File: src/mspi_pkg.sv
`timescale 1ns / 1ps
// Shared types, constants and the home pose table of the servo pose interpolator.
package mspi_pkg;

    localparam int SERVO_COUNT = 20;
    localparam int IDX_W       = (SERVO_COUNT > 1) ? $clog2(SERVO_COUNT) : 1;
    localparam int SERVO_W     = 5;
    localparam int ANGLE_W     = 8;
    localparam int TIME_W      = 16;
    localparam int PERIOD_W    = 8;
    localparam int PROD_W      = ANGLE_W + TIME_W;
    localparam int CNT_W       = $clog2(ANGLE_W);
    localparam int CMD_W       = 2;
    localparam int CFG_IDX_W   = 8;
    localparam int CFG_DATA_W  = 16;

    localparam logic [ANGLE_W-1:0]  MAX_DEG        = 8'd180;
    localparam logic [TIME_W-1:0]   DURATION_RESET = 16'd1000;
    localparam logic [PERIOD_W-1:0] PERIOD_RESET   = 8'd10;

    localparam logic [CMD_W-1:0] CMD_LOAD  = 2'd0;
    localparam logic [CMD_W-1:0] CMD_START = 2'd1;
    localparam logic [CMD_W-1:0] CMD_TICK  = 2'd2;

    localparam logic [CFG_IDX_W-1:0] CFG_DURATION = 8'd0;
    localparam logic [CFG_IDX_W-1:0] CFG_PERIOD   = 8'd1;

    // Servos beyond the twentieth rest at 90 degrees.
    localparam logic [ANGLE_W-1:0] HOME_POSE [32] = '{
        8'd90,  8'd150, 8'd150, 8'd30,  8'd90,  8'd90,  8'd90,  8'd30,
        8'd30,  8'd150, 8'd90,  8'd90,  8'd30,  8'd30,  8'd30,  8'd150,
        8'd150, 8'd150, 8'd90,  8'd90,  8'd90,  8'd90,  8'd90,  8'd90,
        8'd90,  8'd90,  8'd90,  8'd90,  8'd90,  8'd90,  8'd90,  8'd90
    };

    typedef struct packed {
        logic [CMD_W-1:0]   cmd;
        logic [SERVO_W-1:0] servo_sel;
        logic [ANGLE_W-1:0] target_deg;
    } item_t;

    typedef struct packed {
        logic [SERVO_W-1:0] out_servo;
        logic [ANGLE_W-1:0] out_angle;
        logic               last_of_run;
        logic               move_done;
    } result_t;

    typedef struct packed {
        logic               ld_en;
        logic [IDX_W-1:0]   ld_idx;
        logic [ANGLE_W-1:0] ld_deg;
        logic               cp_en;
        logic [IDX_W-1:0]   rd_idx;
    } store_ctrl_t;

    typedef struct packed {
        logic               go;
        logic [ANGLE_W-1:0] start_deg;
        logic [ANGLE_W-1:0] target_deg;
        logic [TIME_W-1:0]  elapsed;
        logic [TIME_W-1:0]  duration;
    } interp_req_t;

    typedef struct packed {
        logic               done;
        logic [ANGLE_W-1:0] angle;
    } interp_rsp_t;

    typedef enum logic [1:0] {
        SEQ_IDLE,
        SEQ_EMIT,
        SEQ_CALC,
        SEQ_WAIT
    } seq_state_t;

    typedef enum logic [1:0] {
        IP_IDLE,
        IP_MUL,
        IP_DIV,
        IP_FIN
    } interp_phase_t;

endpackage

File: src/multi_servo_pose_interpolator.sv
`timescale 1ns / 1ps
// Top level of the servo pose interpolator: command sequencer, timers and configuration.
//
// A command is taken when start is high and busy is low. Loads, ignored
// commands and ticks that fall between updates leave the sequencer idle. A
// start, or the tick that ends a move, emits one result per servo on
// consecutive cycles. An update tick runs every servo through the bit-serial
// multiply and divide unit, and each result appears as soon as its servo is
// finished. Each result is shown for exactly one cycle with result_valid
// high; the receiver must take it then. The configuration port is always
// ready.
module multi_servo_pose_interpolator (
    input  logic                                clk,
    input  logic                                rst_n,
    input  logic                                start,
    output logic                                busy,
    input  mspi_pkg::item_t                     item,
    input  logic                                cfg_valid,
    output logic                                cfg_ready,
    input  logic [mspi_pkg::CFG_IDX_W-1:0]      cfg_index,
    input  logic [mspi_pkg::CFG_DATA_W-1:0]     cfg_data,
    output logic                                result_valid,
    output mspi_pkg::result_t                   result
);

    mspi_pkg::seq_state_t               state_reg, state_next;
    logic [mspi_pkg::IDX_W-1:0]         idx_reg, idx_next;
    logic                               final_reg, final_next;
    logic                               moving_reg, moving_next;
    logic [mspi_pkg::TIME_W-1:0]        elapsed_reg, elapsed_next;
    logic [mspi_pkg::PERIOD_W-1:0]      period_reg, period_next;
    logic [mspi_pkg::TIME_W-1:0]        duration_reg, duration_next;
    logic [mspi_pkg::PERIOD_W-1:0]      update_reg, update_next;
    logic                               result_valid_reg, result_valid_next;
    mspi_pkg::result_t                  result_reg, result_next;

    mspi_pkg::store_ctrl_t              store_ctrl;
    logic [mspi_pkg::ANGLE_W-1:0]       start_deg;
    logic [mspi_pkg::ANGLE_W-1:0]       target_deg;
    mspi_pkg::interp_req_t              ireq;
    mspi_pkg::interp_rsp_t              irsp;

    logic                               accept;
    logic                               last_servo;
    logic                               sel_in_range;
    logic [mspi_pkg::TIME_W-1:0]        elapsed_inc;
    logic [mspi_pkg::PERIOD_W-1:0]      period_inc;

    mspi_pose_store u_store (
        .clk        (clk),
        .rst_n      (rst_n),
        .ctrl       (store_ctrl),
        .start_deg  (start_deg),
        .target_deg (target_deg)
    );

    mspi_interp u_interp (
        .clk   (clk),
        .rst_n (rst_n),
        .req   (ireq),
        .rsp   (irsp)
    );

    always_ff @(posedge clk or negedge rst_n)
    begin
        if (!rst_n)
        begin
            state_reg        <= mspi_pkg::SEQ_IDLE;
            idx_reg          <= '0;
            final_reg        <= 1'b0;
            moving_reg       <= 1'b0;
            elapsed_reg      <= '0;
            period_reg       <= '0;
            duration_reg     <= mspi_pkg::DURATION_RESET;
            update_reg       <= mspi_pkg::PERIOD_RESET;
            result_valid_reg <= 1'b0;
        end
        else
        begin
            state_reg        <= state_next;
            idx_reg          <= idx_next;
            final_reg        <= final_next;
            moving_reg       <= moving_next;
            elapsed_reg      <= elapsed_next;
            period_reg       <= period_next;
            duration_reg     <= duration_next;
            update_reg       <= update_next;
            result_valid_reg <= result_valid_next;
        end
    end

    always_ff @(posedge clk)
    begin
        result_reg <= result_next;
    end

    assign busy         = (state_reg != mspi_pkg::SEQ_IDLE);
    assign accept       = start && !busy;
    assign last_servo   = (idx_reg == mspi_pkg::IDX_W'(mspi_pkg::SERVO_COUNT - 1));
    assign sel_in_range = ({1'b0, item.servo_sel} <
                           (mspi_pkg::SERVO_W + 1)'(mspi_pkg::SERVO_COUNT));
    // Both timers saturate at their all-ones value.
    assign elapsed_inc  = elapsed_reg + mspi_pkg::TIME_W'(elapsed_reg != '1);
    assign period_inc   = period_reg + mspi_pkg::PERIOD_W'(period_reg != '1);

    always_comb
    begin
        state_next        = state_reg;
        idx_next          = idx_reg;
        final_next        = final_reg;
        moving_next       = moving_reg;
        elapsed_next      = elapsed_reg;
        period_next       = period_reg;
        duration_next     = duration_reg;
        update_next       = update_reg;
        result_valid_next = 1'b0;
        result_next       = result_reg;

        store_ctrl.ld_en  = 1'b0;
        store_ctrl.ld_idx = item.servo_sel[mspi_pkg::IDX_W-1:0];
        store_ctrl.ld_deg = (item.target_deg > mspi_pkg::MAX_DEG) ?
                            mspi_pkg::MAX_DEG : item.target_deg;
        store_ctrl.cp_en  = 1'b0;
        store_ctrl.rd_idx = idx_reg;

        ireq.go         = 1'b0;
        ireq.start_deg  = start_deg;
        ireq.target_deg = target_deg;
        ireq.elapsed    = elapsed_reg;
        ireq.duration   = duration_reg;

        if (cfg_valid)
        begin
            unique case (cfg_index)
                mspi_pkg::CFG_DURATION: duration_next = cfg_data[mspi_pkg::TIME_W-1:0];
                mspi_pkg::CFG_PERIOD:   update_next   = cfg_data[mspi_pkg::PERIOD_W-1:0];
                default:                ;
            endcase
        end

        unique case (state_reg)
            mspi_pkg::SEQ_IDLE:
            begin
                if (accept)
                begin
                    unique case (item.cmd)
                        mspi_pkg::CMD_LOAD:
                        begin
                            store_ctrl.ld_en = !moving_reg && sel_in_range;
                        end
                        mspi_pkg::CMD_START:
                        begin
                            if (!moving_reg)
                            begin
                                moving_next  = 1'b1;
                                elapsed_next = '0;
                                period_next  = '0;
                                final_next   = 1'b0;
                                idx_next     = '0;
                                state_next   = mspi_pkg::SEQ_EMIT;
                            end
                        end
                        mspi_pkg::CMD_TICK:
                        begin
                            if (moving_reg)
                            begin
                                if (elapsed_inc >= duration_reg)
                                begin
                                    moving_next  = 1'b0;
                                    elapsed_next = '0;
                                    period_next  = '0;
                                    final_next   = 1'b1;
                                    idx_next     = '0;
                                    state_next   = mspi_pkg::SEQ_EMIT;
                                end
                                else if (period_inc >= update_reg)
                                begin
                                    elapsed_next = elapsed_inc;
                                    period_next  = '0;
                                    idx_next     = '0;
                                    state_next   = mspi_pkg::SEQ_CALC;
                                end
                                else
                                begin
                                    elapsed_next = elapsed_inc;
                                    period_next  = period_inc;
                                end
                            end
                        end
                        default:
                        begin
                        end
                    endcase
                end
            end
            mspi_pkg::SEQ_EMIT:
            begin
                // Start pose, or final target pose copied into the start angles.
                result_valid_next       = 1'b1;
                result_next.out_servo   = mspi_pkg::SERVO_W'(idx_reg);
                result_next.out_angle   = final_reg ? target_deg : start_deg;
                result_next.last_of_run = last_servo;
                result_next.move_done   = final_reg;
                store_ctrl.cp_en        = final_reg;
                if (last_servo)
                begin
                    state_next = mspi_pkg::SEQ_IDLE;
                end
                else
                begin
                    idx_next = idx_reg + 1'b1;
                end
            end
            mspi_pkg::SEQ_CALC:
            begin
                ireq.go    = 1'b1;
                state_next = mspi_pkg::SEQ_WAIT;
            end
            mspi_pkg::SEQ_WAIT:
            begin
                if (irsp.done)
                begin
                    result_valid_next       = 1'b1;
                    result_next.out_servo   = mspi_pkg::SERVO_W'(idx_reg);
                    result_next.out_angle   = irsp.angle;
                    result_next.last_of_run = last_servo;
                    result_next.move_done   = 1'b0;
                    if (last_servo)
                    begin
                        state_next = mspi_pkg::SEQ_IDLE;
                    end
                    else
                    begin
                        idx_next   = idx_reg + 1'b1;
                        state_next = mspi_pkg::SEQ_CALC;
                    end
                end
            end
            default:
            begin
                state_next = mspi_pkg::SEQ_IDLE;
            end
        endcase
    end

    assign cfg_ready    = 1'b1;
    assign result_valid = result_valid_reg;
    assign result       = result_reg;

endmodule

File: src/mspi_pose_store.sv
`timescale 1ns / 1ps
// Start and target angle registers for every servo, reset to the home pose.
module mspi_pose_store (
    input  logic                                clk,
    input  logic                                rst_n,
    input  mspi_pkg::store_ctrl_t               ctrl,
    output logic [mspi_pkg::ANGLE_W-1:0]        start_deg,
    output logic [mspi_pkg::ANGLE_W-1:0]        target_deg
);

    logic [mspi_pkg::ANGLE_W-1:0] start_reg  [mspi_pkg::SERVO_COUNT];
    logic [mspi_pkg::ANGLE_W-1:0] target_reg [mspi_pkg::SERVO_COUNT];

    always_ff @(posedge clk or negedge rst_n)
    begin
        if (!rst_n)
        begin
            for (int i = 0; i < mspi_pkg::SERVO_COUNT; i++)
            begin
                start_reg[i]  <= mspi_pkg::HOME_POSE[i];
                target_reg[i] <= mspi_pkg::HOME_POSE[i];
            end
        end
        else
        begin
            if (ctrl.ld_en)
            begin
                target_reg[ctrl.ld_idx] <= ctrl.ld_deg;
            end
            // At the end of a move the target becomes the next start angle.
            if (ctrl.cp_en)
            begin
                start_reg[ctrl.rd_idx] <= target_reg[ctrl.rd_idx];
            end
        end
    end

    assign start_deg  = start_reg[ctrl.rd_idx];
    assign target_deg = target_reg[ctrl.rd_idx];

endmodule

File: src/mspi_interp.sv
`timescale 1ns / 1ps
// Bit-serial interpolation unit: start + trunc((target - start) * elapsed / duration).
module mspi_interp (
    input  logic                  clk,
    input  logic                  rst_n,
    input  mspi_pkg::interp_req_t req,
    output mspi_pkg::interp_rsp_t rsp
);

    mspi_pkg::interp_phase_t              phase_reg, phase_next;
    logic [mspi_pkg::CNT_W-1:0]           cnt_reg, cnt_next;
    logic                                 done_reg, done_next;
    logic                                 neg_reg, neg_next;
    logic [mspi_pkg::ANGLE_W-1:0]         base_reg, base_next;
    logic [mspi_pkg::ANGLE_W-1:0]         mag_reg, mag_next;
    logic [mspi_pkg::TIME_W-1:0]          mcand_reg, mcand_next;
    logic [mspi_pkg::TIME_W-1:0]          dur_reg, dur_next;
    logic [mspi_pkg::PROD_W-1:0]          acc_reg, acc_next;
    logic [mspi_pkg::TIME_W-1:0]          rem_reg, rem_next;
    logic [mspi_pkg::ANGLE_W-1:0]         quo_reg, quo_next;
    logic [mspi_pkg::ANGLE_W-1:0]         angle_reg, angle_next;
    logic [mspi_pkg::TIME_W:0]            shifted;
    logic                                 last_step;

    always_ff @(posedge clk or negedge rst_n)
    begin
        if (!rst_n)
        begin
            phase_reg <= mspi_pkg::IP_IDLE;
            done_reg  <= 1'b0;
        end
        else
        begin
            phase_reg <= phase_next;
            done_reg  <= done_next;
        end
    end

    always_ff @(posedge clk)
    begin
        cnt_reg   <= cnt_next;
        neg_reg   <= neg_next;
        base_reg  <= base_next;
        mag_reg   <= mag_next;
        mcand_reg <= mcand_next;
        dur_reg   <= dur_next;
        acc_reg   <= acc_next;
        rem_reg   <= rem_next;
        quo_reg   <= quo_next;
        angle_reg <= angle_next;
    end

    always_comb
    begin
        phase_next = phase_reg;
        cnt_next   = cnt_reg;
        done_next  = 1'b0;
        neg_next   = neg_reg;
        base_next  = base_reg;
        mag_next   = mag_reg;
        mcand_next = mcand_reg;
        dur_next   = dur_reg;
        acc_next   = acc_reg;
        rem_next   = rem_reg;
        quo_next   = quo_reg;
        angle_next = angle_reg;
        last_step  = (cnt_reg == mspi_pkg::CNT_W'(mspi_pkg::ANGLE_W - 1));
        shifted    = {rem_reg, acc_reg[mspi_pkg::ANGLE_W-1]};

        unique case (phase_reg)
            mspi_pkg::IP_IDLE:
            begin
                if (req.go)
                begin
                    neg_next   = (req.target_deg < req.start_deg);
                    mag_next   = (req.target_deg < req.start_deg) ?
                                 (req.start_deg - req.target_deg) :
                                 (req.target_deg - req.start_deg);
                    base_next  = req.start_deg;
                    mcand_next = req.elapsed;
                    dur_next   = req.duration;
                    acc_next   = '0;
                    cnt_next   = '0;
                    phase_next = mspi_pkg::IP_MUL;
                end
            end
            mspi_pkg::IP_MUL:
            begin
                // Shift-and-add, most significant multiplier bit first.
                acc_next = {acc_reg[mspi_pkg::PROD_W-2:0], 1'b0} +
                           (mag_reg[mspi_pkg::ANGLE_W-1] ?
                            mspi_pkg::PROD_W'(mcand_reg) : '0);
                mag_next = {mag_reg[mspi_pkg::ANGLE_W-2:0], 1'b0};
                cnt_next = cnt_reg + 1'b1;
                if (last_step)
                begin
                    // Elapsed is below the duration, so the upper part of the
                    // product is already below the divisor.
                    rem_next   = acc_next[mspi_pkg::PROD_W-1:mspi_pkg::ANGLE_W];
                    quo_next   = '0;
                    cnt_next   = '0;
                    phase_next = mspi_pkg::IP_DIV;
                end
            end
            mspi_pkg::IP_DIV:
            begin
                // Restoring division, one quotient bit per cycle.
                if (shifted >= {1'b0, dur_reg})
                begin
                    rem_next = mspi_pkg::TIME_W'(shifted - {1'b0, dur_reg});
                    quo_next = {quo_reg[mspi_pkg::ANGLE_W-2:0], 1'b1};
                end
                else
                begin
                    rem_next = shifted[mspi_pkg::TIME_W-1:0];
                    quo_next = {quo_reg[mspi_pkg::ANGLE_W-2:0], 1'b0};
                end
                acc_next = {acc_reg[mspi_pkg::PROD_W-2:0], 1'b0};
                cnt_next = cnt_reg + 1'b1;
                if (last_step)
                begin
                    phase_next = mspi_pkg::IP_FIN;
                end
            end
            mspi_pkg::IP_FIN:
            begin
                angle_next = neg_reg ? (base_reg - quo_reg) : (base_reg + quo_reg);
                done_next  = 1'b1;
                phase_next = mspi_pkg::IP_IDLE;
            end
            default:
            begin
                phase_next = mspi_pkg::IP_IDLE;
            end
        endcase
    end

    assign rsp.done  = done_reg;
    assign rsp.angle = angle_reg;

endmodule

File: config.mk
export PLATFORM = sky130hd
export DESIGN_NAME = multi_servo_pose_interpolator
export DESIGN_NICKNAME = d
export VERILOG_FILES = /design/src/mspi_pkg.sv /design/src/multi_servo_pose_interpolator.sv /design/src/mspi_pose_store.sv /design/src/mspi_interp.sv
export SDC_FILE = /design/constraint.sdc
export NUM_CORES = 1
export LEC_CHECK = 0
export ABC_AREA = 1
export BUFFER_PORTS_ARGS = -buffer_cell sky130_fd_sc_hd__buf_2
export CORE_ASPECT_RATIO = 2
export CORE_MARGIN = 2
export CORE_UTILIZATION = 64
export CTS_CLUSTER_SIZE = 28
export DETAILED_ROUTE_END_ITERATION = 10
export PLACE_DENSITY = 0.81
export SLEW_MARGIN = 30
export SYNTH_ARGS = -nofsm -noshare
export SYNTH_HDL_FRONTEND = slang
export SYNTH_HIERARCHICAL = 1
export SYNTH_SLANG_ARGS = --single-unit
File: constraint.sdc
create_clock -name clk -period 3.7 [get_ports clk]
set_input_delay 0.555 -clock clk [delete_from_list [all_inputs] [get_ports clk]]
set_output_delay 0.555 -clock clk [all_outputs]
set_load 0.02 [all_outputs]
==> metrics.md <==
| Metric | Value |
|---|---|
| Starting Density | 0.645 |
| Antenna Cells | 0 |
| Leakage Power | 16.3 nW |
| CP most frequent cell | nand2_1 |
| CP Launch Type | flip-flop |
| Final ANT Viol Nets | 0 |
| CTS Root Cell | clkbuf_16 |
| DRC violation count after routing | 0 |
| Final #Nets | 3707 |
| Top FF cell, synth | dfrtp_1 |
| Seq/Total Area, Yosys | 0.472 |
| Peak supply drop | 484 uV |
| Power density over the cells | 365 nW/um2 |
| Min cycle time layout | 3650 ps |
| Commonest cells after routing, fill and taps aside | nand2_1, inv_1, dfrtp_1 |
| CTS max path bufs | 3 |
| Worst-Margin Slew | 1000 ps |
| # clock sinks | 503 |
| RR Endpoint | elapsed_reg[0]$_DFFE_PN0P_ |
| Worst Setup End Kind | flip-flop |
| Area Growth Syn to Fin | 9.32% |
| Clk_lat worst skew | 580 ps |
| EDFF count, synth | 122 |
| Number of distinct library cells after synthesis | 55 |
| Placed insts | 4063 |
| Fin util | 0.705 |
| CP max stage delay | 400 ps |
| Core area | 44100 um2 |
| RR Startpoint | elapsed_reg[0]$_DFFE_PN0P_ |
| Synthesized cell area | 28400 um2 |
| First-pass GRT wire length | 128000 um |
| Vias in the first global route | 24400 |
| WHS | 229 ps |
| Final Wtd Congestion | 0.929 |
| Top Family by Delay on Critical Path | simple AND/OR/NAND/NOR gates |
| Required time worst endpoint | 4180 ps |
| Final instance area | 31000 um2 |
| Status | finished, final reports clean |
| Final Skew | 31.2 ps |
| GRT Util Overall | 0.351 |
| Via Count | 24500 |
| Non-Filler Instances | 4158 |
| Bufs and invs on worst path | 5 |
| CTS tree | yes |
| Hold EP | u_store/target_reg[39]$_DFFE_PN1P_ |
| Final period util | 0.985 |
| Max Cap Violations | 0 |
| Setup CP Type | flip-flop to flip-flop |
| Pin count of the biggest net entering global routing | 112 |
| Final setup violation count | 0 |
| Max Freq | 274 MHz |
| Number of DRC markers in iteration 0 | 1917 |
| Asr flop ratio synth | 0.757 |
| Clk slew on worst S/H paths | 70 ps |
| Synthesized flop and latch total | 503 |
| Port buffer count | 59 |
| Final Hold Fails | 0 |
| # rows | 109 |
| WL final | 82000 um |
| Critical Path AT | 4120 ps |
| Reg2Reg Depth | 22 |
| IO Pins | 61 |
| CP Max Fanout | 6 |
| Final HPWL DP | 59300 um |
| Hold Path Depth | 3 |
| Die Y | 302 um |
| # H-tree levels | 2 |
| GRT Residual Overflow | 0 |
| Area after DPL | 29300 um2 |
| Critical hold path startpoint | item[7] |
| 1st-pass router iterations | 8 |
| Die ar. | 46200 um2 |
| Slew HR | 0.332 |
| CTS Buf Count | 45 |
| Syn Nets | 3670 |
| Setup slack on the worst flop-to-flop path | 50 ps |
| Initial antenna violation count | 0 |
| Vias per Instance | 5.89 |
| HP Class | primary input to flip-flop |
| Share of cells above drive strength 1 | 0.153 |
| Tot Pwr | 0.0113 W |
| Synthesized area per cell | 8.05 um2 |
| Critical-path top delay cell | dfrtp_1 |
| Post-synthesis cell count | 3530 |
| Max Transition Viols Final | 0 |
| Routed length per instance | 19.7 um |
| Die X | 153 um |
| Synth warnings | 6 |
| CP cell instances | inv_1, nor4_2, nand4_1, ha_1, nand3_1, inv_1, nand2_2, nor2_4, nand2_1, xor2_2, inv_1, ha_1, nand2_1, nand2_1, nand2_1, a21oi_1, nor2_2, nand2_1, inv_1, nand2_4, buf_4, o22ai_2 |
| Commonest non-fill, non-tap cell in the layout | nand2_1 |
worst max path at each step:
stage,cells after the start,end,slack [ps],start
detailed placement,21,idx_reg[2]$_DFFE_PN0P_,30,elapsed_reg[0]$_DFFE_PN0P_
global placement,14,u_interp/mag_reg[7]$_DFFE_PP_,190,idx_reg[4]$_DFFE_PN0P_
CTS,19,idx_reg[0]$_DFFE_PN0P_,20,elapsed_reg[5]$_DFFE_PN0P_
finish,22,elapsed_reg[0]$_DFFE_PN0P_,50,elapsed_reg[0]$_DFFE_PN0P_
floorplan,20,u_interp/mag_reg[7]$_DFFE_PP_,560,idx_reg[0]$_DFFE_PN0P_
global route,21,state_reg[0]$_DFFE_PN0P_,-60,elapsed_reg[0]$_DFFE_PN0P_
tightest hold or removal path: stages:
cell     delay, ps
buf_2          110
nand2_1         60
o21ai_0         70
per-stage QoR:
stage / setup WS (ps) / setup TNS, ps
after global placement: 195 / 0
after global routing: -58.5 / -399
after CTS: 17.2 / 0
after floorplan: 556 / 0
final: 54.9 / 0
after detailed placement: 31.6 / 0
power breakdown:
part           leakage [nW]  internal [W]  total (W)  switching, W
logic                  9.85      0.000166   0.000591      0.000425
clock network         0.770       0.00282    0.00497       0.00215
registers              5.71       0.00573    0.00576     0.0000313
total                  16.3       0.00872     0.0113       0.00261
what timing repair did:
item                                    in CTS  in global routing
endpoints found under the setup margin       5                 38
gates cloned                                 0                  0
resized for setup                            1                 20
setup buffers                                0                 11
hold buffers                                 1                  0
pin swaps                                    0                  7
endpoints found under the hold margin       25                  0
synth_stat cells, types with 19 or more instances:
cell / number / area [um2]
buf_2: 59 / 295
dfstp_2: 168 / 4410
o21bai_2: 49 / 552
xor2_1: 36 / 315
nand3_1: 102 / 510
inv_1: 295 / 1110
nand4_1: 30 / 188
edfxtp_1: 122 / 3660
buf_4: 22 / 165
nand3b_1: 19 / 143
nand2_1: 1473 / 5530
ha_1: 92 / 1150
clkbuf_1: 66 / 248
o21bai_1: 113 / 848
a22oi_1: 66 / 495
a21oi_1: 87 / 435
nor2_1: 139 / 522
dfrtp_1: 213 / 5330
o21ai_0: 197 / 986
area by class of cell:
type	instances	area, um2
clock buffers	60	1290
fillers	3525	13000
repair buffers	155	1170
inverters	308	1170
clock inverters	23	268
well taps	555	694
multi-input cells	2554	13000
flip-flops and latches	503	13400
routing by layer:
metal  GRT usage  part of all wire  vias up
li1            -                 -    11400
met2       0.652              0.53     1020
met4       0.280             0.092        0
met1       0.358              0.33    11700
met3      0.0328             0.048      370
met5           0                 0        -
cell families after synthesis:
family | Yosys count | share of synthesized area
compound gates | 561 | 0.131
xor+xnor | 47 | 0.0145
fa+ha+maj | 97 | 0.0441
buf+inv | 473 | 0.0726
flops | 503 | 0.472
other cells | 1 | 0.000132
simple gates | 1848 | 0.266
Note: power is estimated with default switching activity, not from simulation.
